**src/bmsp_pkg.sv**
```systemverilog
// Shared types and constants of the brace markup style parser.
package bmsp_pkg;

  localparam int unsigned ByteW   = 8;
  localparam int unsigned NumRegs = 4;
  localparam int unsigned AddrW   = 4;
  localparam int unsigned DataW   = 32;
  localparam int unsigned PosOutW = 16;
  localparam int unsigned AccW    = 10;
  localparam int unsigned CntW    = 4;

  // register indexes
  localparam logic [1:0] REG_FACE  = 2'd0;
  localparam logic [1:0] REG_RED   = 2'd1;
  localparam logic [1:0] REG_GREEN = 2'd2;
  localparam logic [1:0] REG_BLUE  = 2'd3;

  // markup bytes
  localparam logic [7:0] CH_LBRACE = 8'h7B;
  localparam logic [7:0] CH_RBRACE = 8'h7D;
  localparam logic [7:0] CH_LBRACK = 8'h5B;
  localparam logic [7:0] CH_RBRACK = 8'h5D;
  localparam logic [7:0] CH_0      = 8'h30;
  localparam logic [7:0] CH_9      = 8'h39;
  localparam logic [7:0] CH_FACE   = 8'h66; // f
  localparam logic [7:0] CH_SKIP   = 8'h45; // E
  localparam logic [7:0] CH_COLOUR = 8'h49; // I
  localparam logic [7:0] CH_MOVE   = 8'h58; // X
  localparam logic [7:0] CH_LEFT   = 8'h47; // G
  localparam logic [7:0] CH_RIGHT  = 8'h44; // D
  localparam logic [7:0] CH_CENTER = 8'h43; // C
  localparam logic [7:0] CH_JUST   = 8'h46; // F
  localparam logic [7:0] CH_BLINK  = 8'h42; // B

  localparam logic [CntW-1:0] CntFirst  = CntW'(3);
  localparam logic [CntW-1:0] CntSecond = CntW'(6);
  localparam logic [CntW-1:0] CntLast   = CntW'(9);

  typedef enum logic [2:0] {
    PD_NONE,
    PD_FACE,
    PD_SKIP,
    PD_COLOUR,
    PD_MOVE
  } pend_e;

  typedef enum logic [1:0] {
    KIND_CHAR,
    KIND_MOVE,
    KIND_ALIGN
  } kind_e;

  typedef enum logic [1:0] {
    ALIGN_LEFT,
    ALIGN_RIGHT,
    ALIGN_CENTER,
    ALIGN_JUSTIFY
  } align_e;

  typedef struct packed {
    logic [7:0] face;
    logic [7:0] red;
    logic [7:0] green;
    logic [7:0] blue;
  } cfg_t;

  typedef struct packed {
    kind_e              kind;
    logic [7:0]         glyph_code;
    logic [7:0]         face_letter;
    logic [7:0]         red;
    logic [7:0]         green;
    logic [7:0]         blue;
    logic               blinking;
    logic [PosOutW-1:0] run_position;
    logic [9:0]         x_percent;
    logic [9:0]         y_percent;
    align_e             align_code;
    logic               applies_to_move;
  } res_t;

endpackage

```
**src/bmsp_if.sv**
```systemverilog
// Valid/ready channel interfaces for markup bytes and parser results.
interface bmsp_in_if;
  logic       valid;
  logic       ready;
  logic [7:0] char_in;
  logic       end_of_string;

  modport source (output valid, char_in, end_of_string, input ready);
  modport sink   (input valid, char_in, end_of_string, output ready);
endinterface

interface bmsp_out_if;
  logic        valid;
  logic        ready;
  logic [1:0]  kind;
  logic [7:0]  glyph_code;
  logic [7:0]  face_letter;
  logic [7:0]  red;
  logic [7:0]  green;
  logic [7:0]  blue;
  logic        blinking;
  logic [15:0] run_position;
  logic [9:0]  x_percent;
  logic [9:0]  y_percent;
  logic [1:0]  align_code;
  logic        applies_to_move;

  modport source (output valid, kind, glyph_code, face_letter, red, green, blue, blinking,
                  run_position, x_percent, y_percent, align_code, applies_to_move,
                  input ready);
  modport sink   (input valid, kind, glyph_code, face_letter, red, green, blue, blinking,
                  run_position, x_percent, y_percent, align_code, applies_to_move,
                  output ready);
endinterface

```
**src/brace_markup_style_parser.sv**
```systemverilog
// Top level of the brace markup style parser: channels, registers, buffering.
//
// Takes one markup byte per clock unless a waiting result stalls the input, and
// returns at most one result per byte (styled character, move record or
// alignment change), in byte order. A byte goes into an input register, is
// parsed by the parse state update, and its result lands in an output register.
// The input register can take one more byte while a result waits in the output
// register; after that the input stalls until the result drains. Register
// writes over the APB port take effect at the start of the next string.
module brace_markup_style_parser import bmsp_pkg::*; #(
  parameter int unsigned POSITION_BITS = 16
) (
  input  logic             clk_i,
  input  logic             rst_ni,
  bmsp_in_if.sink          char_i,
  bmsp_out_if.source       res_o,
  input  logic             psel,
  input  logic             penable,
  input  logic             pwrite,
  input  logic [AddrW-1:0] paddr,
  input  logic [DataW-1:0] pwdata,
  output logic [DataW-1:0] prdata,
  output logic             pready
);

  cfg_t cfg_q;
  logic [1:0] reg_idx;
  logic       cfg_wr;

  logic       in_vld_q;
  logic [7:0] in_char_q;
  logic       in_last_q;
  logic       advance;

  logic       core_vld;
  res_t       core_res;
  logic       out_vld_q;
  res_t       out_q;

  // configuration registers
  assign reg_idx = paddr[3:2];
  assign cfg_wr  = psel && penable && pwrite;
  assign pready  = 1'b1;

  always_ff @(posedge clk_i or negedge rst_ni) begin
    if (!rst_ni) begin
      cfg_q.face  <= 8'd0;
      cfg_q.red   <= 8'd255;
      cfg_q.green <= 8'd255;
      cfg_q.blue  <= 8'd255;
    end else if (cfg_wr) begin
      case (reg_idx)
        REG_FACE:  cfg_q.face  <= pwdata[7:0];
        REG_RED:   cfg_q.red   <= pwdata[7:0];
        REG_GREEN: cfg_q.green <= pwdata[7:0];
        REG_BLUE:  cfg_q.blue  <= pwdata[7:0];
        default:   ;
      endcase
    end
  end

  always_comb begin
    case (reg_idx)
      REG_FACE:  prdata = DataW'(cfg_q.face);
      REG_RED:   prdata = DataW'(cfg_q.red);
      REG_GREEN: prdata = DataW'(cfg_q.green);
      REG_BLUE:  prdata = DataW'(cfg_q.blue);
      default:   prdata = '0;
    endcase
  end

  // byte moves on when the output register is free or drains this cycle
  assign advance      = in_vld_q && (!out_vld_q || res_o.ready);
  assign char_i.ready = !in_vld_q || advance;

  always_ff @(posedge clk_i or negedge rst_ni) begin
    if (!rst_ni) begin
      in_vld_q <= 1'b0;
    end else if (char_i.ready) begin
      in_vld_q <= char_i.valid;
    end
  end

  always_ff @(posedge clk_i) begin
    if (char_i.valid && char_i.ready) begin
      in_char_q <= char_i.char_in;
      in_last_q <= char_i.end_of_string;
    end
  end

  bmsp_core #(
    .POSITION_BITS(POSITION_BITS)
  ) u_core (
    .clk_i      (clk_i),
    .rst_ni     (rst_ni),
    .step_i     (advance),
    .char_i     (in_char_q),
    .last_i     (in_last_q),
    .cfg_i      (cfg_q),
    .res_valid_o(core_vld),
    .res_o      (core_res)
  );

  always_ff @(posedge clk_i or negedge rst_ni) begin
    if (!rst_ni) begin
      out_vld_q <= 1'b0;
    end else if (advance) begin
      out_vld_q <= core_vld;
    end else if (res_o.ready) begin
      out_vld_q <= 1'b0;
    end
  end

  always_ff @(posedge clk_i) begin
    if (advance && core_vld) begin
      out_q <= core_res;
    end
  end

  assign res_o.valid           = out_vld_q;
  assign res_o.kind            = out_q.kind;
  assign res_o.glyph_code      = out_q.glyph_code;
  assign res_o.face_letter     = out_q.face_letter;
  assign res_o.red             = out_q.red;
  assign res_o.green           = out_q.green;
  assign res_o.blue            = out_q.blue;
  assign res_o.blinking        = out_q.blinking;
  assign res_o.run_position    = out_q.run_position;
  assign res_o.x_percent       = out_q.x_percent;
  assign res_o.y_percent       = out_q.y_percent;
  assign res_o.align_code      = out_q.align_code;
  assign res_o.applies_to_move = out_q.applies_to_move;

endmodule

```
**src/bmsp_core.sv**
```systemverilog
// Parse state and per-byte update of the markup parser.
module bmsp_core import bmsp_pkg::*; #(
  parameter int unsigned POSITION_BITS = 16
) (
  input  logic       clk_i,
  input  logic       rst_ni,
  input  logic       step_i,
  input  logic [7:0] char_i,
  input  logic       last_i,
  input  cfg_t       cfg_i,
  output logic       res_valid_o,
  output res_t       res_o
);

  localparam logic [POSITION_BITS-1:0] CountMax = {POSITION_BITS{1'b1}};

  logic                     inside_q, inside_d;
  pend_e                    pend_q, pend_d;
  logic [CntW-1:0]          dcnt_q, dcnt_d;
  logic [AccW-1:0]          acc_q, acc_d;
  logic [AccW-1:0]          hold1_q, hold1_d;
  logic [7:0]               hold2_q, hold2_d;
  logic [7:0]               face_q, face_d;
  logic [23:0]              colour_q, colour_d;
  logic                     blink_q, blink_d;
  logic [POSITION_BITS-1:0] count_q, count_d;
  logic                     moved_q, moved_d;
  logic                     start_q, start_d;

  logic [7:0]      face_cur;
  logic [23:0]     colour_cur;
  logic            is_digit;
  logic [3:0]      dig;
  logic [12:0]     acc_mul;
  logic [AccW-1:0] acc_new;
  logic [CntW-1:0] cnt_new;
  logic            num_pend;
  logic            fresh;
  logic            is_char;
  logic            is_move;
  logic            is_align;
  logic [31:0]     count_ext;

  assign face_cur   = start_q ? cfg_i.face : face_q;
  assign colour_cur = start_q ? {cfg_i.red, cfg_i.green, cfg_i.blue} : colour_q;

  assign is_digit = char_i inside {[CH_0:CH_9]};
  assign dig      = 4'(char_i - CH_0);
  // acc * 10 + digit, kept to the accumulator width
  assign acc_mul  = {acc_q, 3'b000} + {2'b00, acc_q, 1'b0} + 13'(dig);
  assign acc_new  = acc_mul[AccW-1:0];
  assign cnt_new  = dcnt_q + 1'b1;

  assign num_pend = inside_q && (pend_q == PD_COLOUR || pend_q == PD_MOVE);
  // byte is read as a new directive: nothing pending, or a failed number
  assign fresh    = inside_q && ((pend_q == PD_NONE) || (num_pend && !is_digit));

  assign is_char  = !inside_q && !(char_i inside {CH_LBRACE, CH_LBRACK, CH_RBRACK});
  assign is_move  = num_pend && is_digit && pend_q == PD_MOVE && cnt_new == CntSecond;
  assign is_align = fresh && (char_i inside {CH_LEFT, CH_RIGHT, CH_CENTER, CH_JUST});

  assign count_ext = 32'(count_q);

  // next parse state
  always_comb begin
    inside_d = inside_q;
    pend_d   = pend_q;
    dcnt_d   = dcnt_q;
    acc_d    = acc_q;
    hold1_d  = hold1_q;
    hold2_d  = hold2_q;
    face_d   = face_cur;
    colour_d = colour_cur;
    blink_d  = blink_q;
    count_d  = count_q;
    moved_d  = moved_q;
    start_d  = 1'b0;

    if (inside_q) begin
      case (pend_q)
        PD_FACE: begin
          face_d = char_i;
          pend_d = PD_NONE;
        end
        PD_SKIP: pend_d = PD_NONE;
        PD_COLOUR, PD_MOVE: begin
          if (!is_digit) begin
            pend_d = PD_NONE;
            dcnt_d = '0;
            acc_d  = '0;
          end else if (cnt_new == CntFirst) begin
            hold1_d = acc_new;
            acc_d   = '0;
            dcnt_d  = cnt_new;
          end else if (cnt_new == CntSecond && pend_q == PD_COLOUR) begin
            hold2_d = acc_new[7:0];
            acc_d   = '0;
            dcnt_d  = cnt_new;
          end else if (cnt_new == CntSecond) begin
            moved_d = 1'b1;
            pend_d  = PD_NONE;
            dcnt_d  = '0;
            acc_d   = '0;
          end else if (cnt_new >= CntLast) begin
            colour_d = {hold1_q[7:0], hold2_q, acc_new[7:0]};
            pend_d   = PD_NONE;
            dcnt_d   = '0;
            acc_d    = '0;
          end else begin
            acc_d  = acc_new;
            dcnt_d = cnt_new;
          end
        end
        default: pend_d = PD_NONE;
      endcase

      if (fresh) begin
        case (char_i)
          CH_RBRACE: inside_d = 1'b0;
          CH_FACE:   pend_d = PD_FACE;
          CH_SKIP:   pend_d = PD_SKIP;
          CH_COLOUR: begin
            pend_d = PD_COLOUR;
            dcnt_d = '0;
            acc_d  = '0;
          end
          CH_MOVE: begin
            pend_d = PD_MOVE;
            dcnt_d = '0;
            acc_d  = '0;
          end
          CH_BLINK:  blink_d = 1'b1;
          default:   ;
        endcase
      end
    end else if (char_i == CH_LBRACE) begin
      inside_d = 1'b1;
      pend_d   = PD_NONE;
    end else if (is_char && count_q != CountMax) begin
      count_d = count_q + 1'b1;
    end

    if (last_i) begin
      inside_d = 1'b0;
      pend_d   = PD_NONE;
      dcnt_d   = '0;
      acc_d    = '0;
      hold1_d  = '0;
      hold2_d  = '0;
      blink_d  = 1'b0;
      count_d  = '0;
      moved_d  = 1'b0;
      start_d  = 1'b1;
    end
  end

  // result of this byte
  always_comb begin
    res_valid_o = is_char || is_move || is_align;
    res_o       = '0;
    if (is_char) begin
      res_o.kind        = KIND_CHAR;
      res_o.glyph_code  = char_i;
      res_o.face_letter = face_cur;
      res_o.red         = colour_cur[23:16];
      res_o.green       = colour_cur[15:8];
      res_o.blue        = colour_cur[7:0];
      res_o.blinking    = blink_q;
    end else if (is_move) begin
      res_o.kind         = KIND_MOVE;
      res_o.run_position = count_ext[PosOutW-1:0];
      res_o.x_percent    = hold1_q;
      res_o.y_percent    = acc_new;
    end else if (is_align) begin
      res_o.kind            = KIND_ALIGN;
      res_o.applies_to_move = moved_q;
      case (char_i)
        CH_LEFT:   res_o.align_code = ALIGN_LEFT;
        CH_RIGHT:  res_o.align_code = ALIGN_RIGHT;
        CH_CENTER: res_o.align_code = ALIGN_CENTER;
        default:   res_o.align_code = ALIGN_JUSTIFY;
      endcase
    end
  end

  always_ff @(posedge clk_i or negedge rst_ni) begin
    if (!rst_ni) begin
      inside_q <= 1'b0;
      pend_q   <= PD_NONE;
      dcnt_q   <= '0;
      acc_q    <= '0;
      hold1_q  <= '0;
      hold2_q  <= '0;
      face_q   <= '0;
      colour_q <= '1;
      blink_q  <= 1'b0;
      count_q  <= '0;
      moved_q  <= 1'b0;
      start_q  <= 1'b1;
    end else if (step_i) begin
      inside_q <= inside_d;
      pend_q   <= pend_d;
      dcnt_q   <= dcnt_d;
      acc_q    <= acc_d;
      hold1_q  <= hold1_d;
      hold2_q  <= hold2_d;
      face_q   <= face_d;
      colour_q <= colour_d;
      blink_q  <= blink_d;
      count_q  <= count_d;
      moved_q  <= moved_d;
      start_q  <= start_d;
    end
  end

endmodule
```
**src/flat_wrapper.sv**
```systemverilog
// flat-port wrapper written by rule: the top's interface ports become plain ports
module brace_markup_style_parser_flat import bmsp_pkg::*;
#(
  parameter int unsigned POSITION_BITS = 16
)
  (clk_i, rst_ni, psel, penable, pwrite, paddr, pwdata, prdata, pready, char_i_valid, char_i_char_in, char_i_end_of_string, char_i_ready, res_o_valid, res_o_kind, res_o_glyph_code, res_o_face_letter, res_o_red, res_o_green, res_o_blue, res_o_blinking, res_o_run_position, res_o_x_percent, res_o_y_percent, res_o_align_code, res_o_applies_to_move, res_o_ready);
  bmsp_in_if char_i_i ();
  bmsp_out_if res_o_i ();
  input  logic clk_i;
  input  logic rst_ni;
  input  logic psel;
  input  logic penable;
  input  logic pwrite;
  input  logic [AddrW-1:0] paddr;
  input  logic [DataW-1:0] pwdata;
  output logic [DataW-1:0] prdata;
  output logic pready;
  input wire logic [$bits(char_i_i.valid)-1:0] char_i_valid;
  input wire logic [$bits(char_i_i.char_in)-1:0] char_i_char_in;
  input wire logic [$bits(char_i_i.end_of_string)-1:0] char_i_end_of_string;
  output wire logic [$bits(char_i_i.ready)-1:0] char_i_ready;
  output wire logic [$bits(res_o_i.valid)-1:0] res_o_valid;
  output wire logic [$bits(res_o_i.kind)-1:0] res_o_kind;
  output wire logic [$bits(res_o_i.glyph_code)-1:0] res_o_glyph_code;
  output wire logic [$bits(res_o_i.face_letter)-1:0] res_o_face_letter;
  output wire logic [$bits(res_o_i.red)-1:0] res_o_red;
  output wire logic [$bits(res_o_i.green)-1:0] res_o_green;
  output wire logic [$bits(res_o_i.blue)-1:0] res_o_blue;
  output wire logic [$bits(res_o_i.blinking)-1:0] res_o_blinking;
  output wire logic [$bits(res_o_i.run_position)-1:0] res_o_run_position;
  output wire logic [$bits(res_o_i.x_percent)-1:0] res_o_x_percent;
  output wire logic [$bits(res_o_i.y_percent)-1:0] res_o_y_percent;
  output wire logic [$bits(res_o_i.align_code)-1:0] res_o_align_code;
  output wire logic [$bits(res_o_i.applies_to_move)-1:0] res_o_applies_to_move;
  input wire logic [$bits(res_o_i.ready)-1:0] res_o_ready;
  assign char_i_i.valid = char_i_valid;
  assign char_i_i.char_in = char_i_char_in;
  assign char_i_i.end_of_string = char_i_end_of_string;
  assign char_i_ready = char_i_i.ready;
  assign res_o_valid = res_o_i.valid;
  assign res_o_kind = res_o_i.kind;
  assign res_o_glyph_code = res_o_i.glyph_code;
  assign res_o_face_letter = res_o_i.face_letter;
  assign res_o_red = res_o_i.red;
  assign res_o_green = res_o_i.green;
  assign res_o_blue = res_o_i.blue;
  assign res_o_blinking = res_o_i.blinking;
  assign res_o_run_position = res_o_i.run_position;
  assign res_o_x_percent = res_o_i.x_percent;
  assign res_o_y_percent = res_o_i.y_percent;
  assign res_o_align_code = res_o_i.align_code;
  assign res_o_applies_to_move = res_o_i.applies_to_move;
  assign res_o_i.ready = res_o_ready;
  brace_markup_style_parser #(.POSITION_BITS(POSITION_BITS)) u_core (.clk_i(clk_i), .rst_ni(rst_ni), .char_i(char_i_i), .res_o(res_o_i), .psel(psel), .penable(penable), .pwrite(pwrite), .paddr(paddr), .pwdata(pwdata), .prdata(prdata), .pready(pready));
endmodule
```
**config.mk**
```make
export PLATFORM = sky130hd
export DESIGN_NAME = brace_markup_style_parser_flat
export DESIGN_NICKNAME = d
export VERILOG_FILES = /design/src/bmsp_pkg.sv /design/src/bmsp_if.sv /design/src/brace_markup_style_parser.sv /design/src/bmsp_core.sv /design/src/flat_wrapper.sv
export SDC_FILE = /design/constraint.sdc
export NUM_CORES = 1
export LEC_CHECK = 0
export ABC_AREA = 1
export BUFFER_PORTS_ARGS = -buffer_cell sky130_fd_sc_hd__clkbuf_2
export CAP_MARGIN = 20
export CELL_PAD_IN_SITES_DETAIL_PLACEMENT = 1
export CELL_PAD_IN_SITES_GLOBAL_PLACEMENT = 1
export CORE_MARGIN = 2
export CORE_UTILIZATION = 45
export DETAILED_ROUTE_END_ITERATION = 6
export MAX_ROUTING_LAYER = met4
export PLACE_DENSITY = 0.91
export RECOVER_POWER = 50
export SKIP_CTS_REPAIR_TIMING = 1
export SYNTH_ARGS = -nofsm -noshare
export SYNTH_HDL_FRONTEND = slang
export SYNTH_HIERARCHICAL = 1
export SYNTH_SLANG_ARGS = --single-unit
```
**constraint.sdc**
```tcl
create_clock -name clk_i -period 17 [get_ports clk_i]
set_clock_uncertainty 0.2 [all_clocks]
set_input_delay 0.85 -clock clk_i [delete_from_list [all_inputs] [get_ports clk_i]]
set_output_delay 0.85 -clock clk_i [all_outputs]
set_load 0.03 [all_outputs]
```
# Word-level counts from Yosys, hierarchy flattened
# Cells that the tools add are included.
# word_totals
in_bits	52
out_inout_bits	117
wordCells	207
register_bits	212
# classes
n_reduce_logical	58
eq_ne	26
order_cmp	3
n_mux	80
addsub	5
n_bitwise	2
# op_table
cell	n
24-bit 2-to-1 mux	8
10-bit 2-to-1 mux	15
32-bit one-hot mux with 4 select lines	1
8-bit by 7-bit equality test with 1-bit output (second input constant)	13
8-bit 2-to-1 mux	9
16-bit 2-to-1 mux	4
4-bit 2-to-1 mux	10
3-bit 2-to-1 mux	10
1-bit 2-to-1 mux	20
2-bit nonzero test	10
16-bit by 1-bit adder with 16-bit output (second input constant)	1
1-bit logical AND	16
16-bit inequality test (second input constant)	1
3-bit one-hot mux with 4 select lines	1
2-bit AND reduction	6
10-bit adder	1
10-bit by 4-bit adder with 10-bit output	1
8-bit by 6-bit greater-or-equal comparator with 1-bit output (second input constant)	1
8-bit by 6-bit <= comparator with 1-bit output (second input constant)	1
2-bit by 1-bit inequality test with 1-bit output (second input constant)	4
4-bit AND reduction	2
2-bit OR reduction	4
7-bit AND reduction	1
1-bit logical OR	6
other kinds (21)	28

# Logic depth before layout (Yosys ltp)
# Gate-level depths: netlist (run 1).
# logic_depth
depth_word	12
ltp_mapped	15
ltp_nobuf	15

# Modules after synthesis
# The synthesis (run 1) kept the hierarchy.
# modules_own_cells
mod	seq_area_each_um2	area_each_um2	n_inst	cells_per_inst
bmsp_core	2183.3	6314.8	1	934
brace_markup_style_parser	3613.5	4625.7	1	325

# Worst setup path before layout (run 1)
# No wires, ideal clock.
# synth_path
path_kind	register to register
startpoint	register u_core.u_core.dcnt_q[0]
endpoint	register u_core.out_q (netlist bit u_core/res_o.align_code[0]) (enable)
required_time_ps	16177
setup_ps	623
path_stages_with_launch	11
setup_slack_ps	9266
n_path_buf	0
t_arrival_ps	6911
synth_period_minus_slack_ps	7734
cell_sequence	dfrtp_1 -> ha_1 -> nand2_1 -> inv_1 -> nor2_1 -> nand2_1 -> inv_1 -> nand3_2 -> nand3_1 -> inv_1 -> nor3_1
# synth_between
elab_chain_len	6
# synth_lines
element	line	source
start, declared	bmsp_core.sv:19	logic [CntW-1:0] dcnt_q, dcnt_d;
start signal, assigned	bmsp_core.sv:203	dcnt_q <= dcnt_d;
4-bit by 1-bit adder with 4-bit output	bmsp_core.sv:52	assign cnt_new = dcnt_q + 1'b1;
4-bit by 3-bit equality test with 1-bit output	bmsp_core.sv:59	assign is_move = num_pend && is_digit && pend_q == PD_MOVE && cnt_new == CntSecond;
1-bit logical AND	bmsp_core.sv:59	
1-bit logical OR (2 in a row)	bmsp_core.sv:159	res_valid_o = is_char || is_move || is_align;
named net u_core.core_vld	brace_markup_style_parser.sv:35	logic core_vld;
1-bit logical AND	brace_markup_style_parser.sv:115	if (advance && core_vld) begin
end signal, assigned	brace_markup_style_parser.sv:116	out_q <= core_res;
end, declared	brace_markup_style_parser.sv:38	res_t out_q;
# The timed path passes the listed nets, and every way through them passes these cells.
# A chain may end at the register's enable or synchronous reset.

==> results of run 1 <==
==> synthesized netlist by cell type, drive strengths merged <==
library cell  instances
ha                   19
or2                   2
dfstp                49
fa                    2
nand3               107
o21ai                29
o22ai                11
buf                  51
xnor2                 3
and2                  1
clkbuf               11
a21oi                10
mux2i                24
nor2                143
xor2                 11
conb                  2
o21a                  2
dfrtp                71
edfxtp               91
clkinv                1
nor3                 13
o211ai               11
o31ai                 1
inv                 123
nor3b                 1
nand2               449
nand4                21
==> stage by stage <==
step           utilization  worst slack (ns)
5_1_grt             0.5108             9.726
3_3_place_gp        0.4840             12.80
2_1_floorplan            -             9.266
4_1_cts             0.5161             12.67
6_report            0.5108             10.80
3_5_place_dp        0.4840             12.68
==> flip-flops by register name, summed over array words and instances (netlist names), 2 cells and up <==
name                       flops
u_core/u_core/hold1_q         10
u_core/in_char_q               8
u_core/res_o.align_code        2
u_core/res_o.face_letter       8
u_core/res_o.kind              2
u_core/u_core/dcnt_q           4
u_core/res_o.green             8
u_core/res_o.red               8
u_core/res_o.run_position     16
u_core/res_o.blue              8
u_core/u_core/colour_q        24
u_core/u_core/count_q         16
u_core/cfg_q                  32
u_core/res_o.x_percent        10
u_core/u_core/face_q           8
u_core/res_o.y_percent        10
u_core/res_o.glyph_code        8
u_core/u_core/hold2_q          8
u_core/u_core/acc_q            9
u_core/u_core/pend_q           3
==> kinds of logic after synthesis <==
group,count (synthesis),share of synthesized area
xor gates and xnor gates,14,0.01121
buffers and inverters,186,0.07834
other,2,0.0006864
muxes,24,0.02196
and+or+nand+nor,737,0.2975
AOI/OAI and AO/OA,64,0.03511
adders and majority gates,21,0.02539
DFF,211,0.5298
==> path summary, 6_finish.rpt <==
check | from | end | slack, ns | depth (start not counted)
worst max-delay path | rst_ni | u_core/u_core/count_q[3] | 10.80 | 3
worst min-delay path | u_core/u_core/colour_q[8] | u_core/u_core/colour_q[8] | 0.27 | 2
worst max register to register | u_core/in_char_q[2] | u_core/res_o.green[7] | 12.72 | 11
worst min register to register | u_core/u_core/colour_q[8] | u_core/u_core/colour_q[8] | 0.27 | 2
max in group clk_i | u_core/in_char_q[2] | u_core/res_o.green[7] | 12.72 | 11
min in group asynchronous | rst_ni | u_core/u_core/acc_q[7] | 0.77 | 1
==> where the power goes <==
group | internal (mW) | total, mW | switching [mW]
Combinational | 0.0983 | 0.377 | 0.279
Clock | 0.302 | 0.509 | 0.207
Sequential | 0.674 | 0.739 | 0.0646
==> worst reg2reg max path, delay by kind of cell (launching register included) <==
kind                   cells  cell delay, ns
flip-flops                 1            0.61
AND/OR/NAND/NOR            8            2.17
buffers and inverters      3            0.92
==> routing by layer <==
metal | vias up | global-route usage
li1 | 4221 | -
met1 | 4461 | 0.3380
met2 | 230 | 0.4223
met3 | 50 | 0.03091
met4 | 0 | 0.06470
met5 | - | -
==> layout make-up <==
type | count | area [µm²]
Clock buffer | 36 | 706.9
Clock inverter | 8 | 67.56
Fill cell | 2976 | 11790
Inverter | 124 | 465.4
Multi-Input combinational cell | 885 | 4334
Sequential cell | 211 | 5797
Tap cell | 324 | 405.4
Timing Repair Buffer | 123 | 536.8
==> Flow_metrics.wiki, run 1 <==
{| class="wikitable"
! Metric !! Value
|-
| Core footprint || 24110 µm²
|-
| Critical path startpoint category || input port
|-
| Mapped cell area || 10940 µm²
|-
| Kind of capture point of the worst setup path || asynchronous set/reset pin
|-
| Slowest cell on the critical path || sky130_fd_sc_hd__clkbuf_1
|-
| Global Route Usage Sum || 0.2557
|-
| RD Place Congestion || 0.8726
|-
| Violations in the final reports || capacitance limit, slew limit
|-
| Maximum single-stage delay on the critical path || 2.32 ns
|-
| Placed standard-cell area || 11670 µm²
|-
| CTS H-tree lvls || 1
|-
| Initial Util || 0.4539
|-
| Pre-Repair DR Iteration Count || 5
|-
| Pin count of the biggest net entering global routing || 85
|-
| Met1 wire length || 14040 µm
|-
| Most common library cell in the layout ignoring fill and taps || sky130_fd_sc_hd__nand2_1
|-
| Number of input and output port buffers inserted || 117
|-
| Vias/cell || 5.238
|-
| Antenna violations before repair || 0
|-
| Number of instances in the synthesized netlist || 1259
|-
| Leakage Power || 5.745 nW
|-
| Final critical-path required period || 6.201 ns
|-
| Maximum fanout count along the critical path || 58
|-
| Worst Path Required || 16.71 ns
|-
| Routed length on met3 || 1301 µm
|-
| Pin slew with the least headroom to its limit || 3.172 ns
|-
| WL final || 31730 µm
|-
| Highest clock frequency the design can meet || 161.3 MHz
|-
| Largest cells by area after synthesis || sky130_fd_sc_hd__edfxtp_1 (25%), sky130_fd_sc_hd__dfrtp_1 (16%), sky130_fd_sc_hd__nand2_1 (15%), sky130_fd_sc_hd__dfstp_2 (12%), sky130_fd_sc_hd__nand3_1 (4.7%)
|-
| Count of different cell masters after synthesis || 44
|-
| P per Cell Area || 131.9 nW/µm²
|-
| Amount of wire on met2 after detailed routing || 15640 µm
|-
| Status || complete, but fails checks
|-
| Most frequent cell on the critical path || sky130_fd_sc_hd__clkbuf_1
|-
| Pins Over Slew Limit || 140
|-
| Endpoint arrival time on the critical path || 5.91 ns
|-
| Remaining DRCs || 0
|-
| Worst-path cell chain || clkbuf_1, clkbuf_1, clkbuf_1
|-
| Number of maximum-capacitance violations || 4
|-
| Buffers from clock root to sink, at most || 3
|-
| Vias in the first global route || 9367
|-
| Highest ir drop seen on vdd || 78.24 µV
|-
| Worst Hold Slack || 0.2672 ns
|-
| Total negative setup slack || 0 ns
|-
| Antenna Nets Post-Route || 0
|-
| Grt total ovfl || 0
|-
| Clock latency reported for the late side of the worst-skew pair || 0.52 ns
|-
| Worst hold-check path type || reg2reg
|-
| Total number of vias || 8962
|-
| Library cell occupying the most area in the post-synthesis netlist || sky130_fd_sc_hd__edfxtp_1
|-
| Wire length of the first global-routing pass || 50870 µm
|-
| Total number of yosys warnings || 6
|-
| Power after layout || 1.625 mW
|-
| Fin crit share || 0.3648
|-
| Crit path kind || in2async
|-
| DR WL/cell || 18.54 µm
|-
| Unrepaired setup endpoints after global routing || no
|-
| Final Hold Fails || 0
|-
| Post-synthesis sequential area ratio || 0.5298
|-
| Count of routing violations after the opening detailed-route iteration || 651
|-
| HPWL after DPL || 21980 µm
|-
| Number of cell rows || 57
|-
| Clock net sink count || 211
|-
| Die ar. || 25580 µm²
|-
| Growth of design area from synthesis to finish || 12.55%
|-
| Top cell family by delay on the critical path || buffers and inverters
|-
| Number of cells after detailed placement || 1665
|-
| Worst slew margin relative to its limit || -1.115
|-
| Post-Layout Inst Area || 12310 µm²
|-
| Top library cells by usage in the layout, fill and taps aside || sky130_fd_sc_hd__nand2_1 (436), sky130_fd_sc_hd__nor2_1 (127), sky130_fd_sc_hd__inv_1 (111), sky130_fd_sc_hd__nand3_1 (103), sky130_fd_sc_hd__clkbuf_1 (94)
|-
| Flops & latches, synth || 211
|-
| Net count of the finished layout || 1442
|-
| Ports || 169
|-
| Avg Synthesized Cell Area || 8.690 µm²
|-
| Worst-path clk slew || 0.06 ns
|-
| Clock tree from TritonCTS || yes
|-
| Final count of negative-setup-slack endpoints || 0
|-
| Cell at the root of the clock tree || sky130_fd_sc_hd__clkbuf_16
|-
| Cts bufs inserted || 24
|-
| Highest routed metal layer || met4
|-
| Antenna diode instance count || 0
|-
| Yosys top cell area share || 0.2498
|-
| Number of cells in the finished layout apart from fillers || 1711
|-
| Share of layout cells above drive strength 1 || 0.1240
|-
| Die span in x || 159.9 µm
|-
| WP buf/inv || 3
|-
| Vertical die dimension || 159.9 µm
|}
(Power assumes the default switching activity.)
==> run 2: changes to the inputs <==
CORE_UTILIZATION = 43   (was 45)
PLACE_DENSITY = 0.88   (was 0.91)
clock period = 6 ns   (was 17 ns; I/O delays follow)
==> Flow_metrics.wiki, run 2 (synthesis gave the netlist of run 1 again) <==
{| class="wikitable"
! Metric !! Value
|-
| Placed standard-cell area || 11690 µm² (was 11670 µm²)
|-
| RD Place Congestion || 0.9032 (was 0.8726)
|-
| Worst hold-check path type || in2reg (was reg2reg)
|-
| Clock latency reported for the late side of the worst-skew pair || 0.52 ns (about the same)
|-
| Number of maximum-capacitance violations || 1 (was 4)
|-
| Count of routing violations after the opening detailed-route iteration || 601 (was 651)
|-
| Endpoint arrival time on the critical path || 4.10 ns (was 5.91 ns)
|-
| HPWL after DPL || 22430 µm (was 21980 µm)
|-
| Final Hold Fails || 0 (unchanged)
|-
| Minimum setup slack in the final design || 1.847 ns (was 10.80 ns)
|-
| Path depth of the worst reg2reg path || 10 (was 11)
|-
| Net count of the finished layout || 1460 (was 1442)
|-
| P_int || 3.076 mW (was 1.074 mW)
|-
| Combinational power share || 0.231 (was 0.232)
|-
| Global Route Usage Sum || 0.2505 (was 0.2557)
|-
| Ports || 169 (unchanged)
|-
| CTS H-tree lvls || 1 (unchanged)
|-
| Buffers from clock root to sink, at most || 3 (unchanged)
|-
| Wire length of the first global-routing pass || 51030 µm (was 50870 µm)
|-
| Vertical die dimension || 163.5 µm (was 159.9 µm)
|-
| Worst-path clk slew || 0.06 ns (about the same)
|-
| Pins Over Slew Limit || 52 (was 140)
|-
| Cell at the root of the clock tree || sky130_fd_sc_hd__clkbuf_16 (unchanged)
|-
| Cts bufs inserted || 23 (was 24)
|-
| Top flop regs || u_core/cfg_q (32), u_core/u_core/colour_q (24) (unchanged)
|-
| Crit path kind || reg2reg (was in2async)
|-
| P per Cell Area || 372.4 nW/µm² (was 131.9 nW/µm²)
|-
| Initial Util || 0.4357 (was 0.4539)
|-
| Core footprint || 25110 µm² (was 24110 µm²)
|-
| Antenna violations before repair || 0 (unchanged)
|-
| Number of input and output port buffers inserted || 117 (unchanged)
|-
| Kind of capture point of the worst setup path || flop (was asynchronous set/reset pin)
|-
| Antenna Nets Post-Route || 0 (unchanged)
|-
| Maximum fanout count along the critical path || 56 (was 58)
|-
| Clock power share || 0.318 (was 0.313)
|-
| Power dissipated by switching net loads || 1.578 mW (was 0.5504 mW)
|-
| Vias in the first global route || 9545 (was 9367)
|-
| Worst Path Required || 5.95 ns (was 16.71 ns)
|-
| Util after Layout || 0.4978 (was 0.5108)
|-
| Vias/cell || 5.293 (was 5.238)
|-
| Total number of vias || 9178 (was 8962)
|-
| Growth of design area from synthesis to finish || 14.25% (was 12.55%)
|-
| Number of cell rows || 58 (was 57)
|-
| Number of flip-flops in the largest register || 32 (unchanged)
|-
| Leakage Power || 5.787 nW (was 5.745 nW)
|-
| Sequential power share || 0.451 (was 0.455)
|-
| WL final || 32960 µm (was 31730 µm)
|-
| Status || complete, but fails checks (unchanged)
|-
| Share of layout cells above drive strength 1 || 0.1140 (was 0.1240)
|-
| Reg with most FFs || u_core/cfg_q (unchanged)
|-
| Final count of negative-setup-slack endpoints || 0 (unchanged)
|-
| Number of cells after detailed placement || 1672 (was 1665)
|-
| Pin slew with the least headroom to its limit || 3.003 ns (was 3.172 ns)
|-
| Violations in the final reports || capacitance limit, slew limit (unchanged)
|-
| Total negative setup slack || 0 ns (unchanged)
|-
| Post-Layout Inst Area || 12500 µm² (was 12310 µm²)
|-
| Highest ir drop seen on vdd || 233.1 µV (was 78.24 µV)
|-
| Highest clock frequency the design can meet || 240.8 MHz
|-
| Die span in x || 163.5 µm (was 159.9 µm)
|-
| Internal reg-to-reg setup slack || 1.85 ns (was 12.72 ns)
|-
| Antenna diode instance count || 0 (unchanged)
|-
| Fin crit share || 0.6922
|-
| Number of cells on the worst hold path || 5 (was 2)
|-
| DR WL/cell || 19.01 µm (was 18.54 µm)
|-
| Clock tree from TritonCTS || yes (unchanged)
|-
| Worst slack at placement || 1.968 ns (was 12.68 ns)
|-
| Die ar. || 26740 µm² (was 25580 µm²)
|-
| Pin count of the biggest net entering global routing || 71 (was 85)
|-
| Unrepaired setup endpoints after global routing || no (unchanged)
|-
| Worst slew margin relative to its limit || -1.002 (was -1.115)
|-
| Number of cells in the finished layout apart from fillers || 1734 (was 1711)
|-
| Most common library cell in the layout ignoring fill and taps || sky130_fd_sc_hd__nand2_1 (unchanged)
|-
| Pre-Repair DR Iteration Count || 5 (unchanged)
|-
| Top library cells by usage in the layout, fill and taps aside || sky130_fd_sc_hd__nand2_1 (437), sky130_fd_sc_hd__nor2_1 (127), sky130_fd_sc_hd__inv_1 (110), sky130_fd_sc_hd__clkbuf_1 (103), sky130_fd_sc_hd__nand3_1 (103) (was sky130_fd_sc_hd__nand2_1 (436), sky130_fd_sc_hd__nor2_1 (127), sky130_fd_sc_hd__inv_1 (111), sky130_fd_sc_hd__nand3_1 (103), sky130_fd_sc_hd__clkbuf_1 (94))
|-
| Fillers || 3072 (was 2976)
|-
| Final critical-path required period || 4.153 ns
|-
| Net Sw Frac || 0.3391 (was 0.3388)
|-
| Grt total ovfl || 0 (unchanged)
|-
| Clock net sink count || 211 (unchanged)
|-
| Power after layout || 4.655 mW (was 1.625 mW)
|-
| Worst Hold Slack || 0.003833 ns (was 0.2672 ns)
|-
| Remaining DRCs || 0 (unchanged)
|-
| Critical path startpoint category || flop (was input port)
|}
[run 2: routing by layer]
layer | global-route usage | wire, µm
met5 | - | 0
met4 | 0.08174 | 1052
met3 | 0.03174 | 1803
met2 | 0.4171 | 16230
met1 | 0.3186 | 13870
[run 2: final timing paths]
| kind | from | end |
|---|---|---|
| setup / recovery | u_core/in_char_q[2] | u_core/res_o.green[7] |
| hold / removal | penable | u_core/cfg_q[17] |
| setup reg to reg | u_core/in_char_q[2] | u_core/res_o.green[7] |
| hold reg to reg | u_core/u_core/colour_q[4] | u_core/u_core/colour_q[4] |
| max in group asynchronous | rst_ni | u_core/u_core/face_q[3] |
| min in group asynchronous | rst_ni | u_core/u_core/count_q[6] |
[run 2: layout make-up]
class | count | area, µm² | area share
Sequential cell | 211 | 5797 | 0.4638
Multi-Input combinational cell | 885 | 4343 | 0.3474
Timing Repair Buffer | 142 | 701.9 | 0.05616
Clock buffer | 33 | 653.1 | 0.05225
Inverter | 124 | 465.4 | 0.03724
Tap cell | 330 | 412.9 | 0.03303
Clock inverter | 9 | 126.4 | 0.01011
[run 2: power by group through the flow]
| stage | registers (mW) | logic [mW] | clock network [mW] |
|---|---|---|---|
| 4_1_cts | 2.10 | 1.09 | 1.50 |
| 5_1_grt | 2.13 | 1.18 | 1.57 |
| 3_3_place_gp | 2.10 | 1.02 | 0 |
| 3_5_place_dp | 2.12 | 1.08 | 0 |
| 6_report | 2.10 | 1.08 | 1.48 |
| 2_1_floorplan | 2.25 | 0.590 | 0 |
[run 2: worst max-delay path, cell delays in order, from the launching register on]
cell	delay, ns
sky130_fd_sc_hd__edfxtp_1	0.61
sky130_fd_sc_hd__nand2_1	0.22
sky130_fd_sc_hd__nand2_1	0.12
sky130_fd_sc_hd__nor2_2	0.26
sky130_fd_sc_hd__nand2_1	0.11
sky130_fd_sc_hd__nor2_1	0.21
sky130_fd_sc_hd__nand3_2	0.69
sky130_fd_sc_hd__nand3_1	0.33
sky130_fd_sc_hd__inv_1	0.12
sky130_fd_sc_hd__nor3_4	0.19
sky130_fd_sc_hd__buf_4	0.62
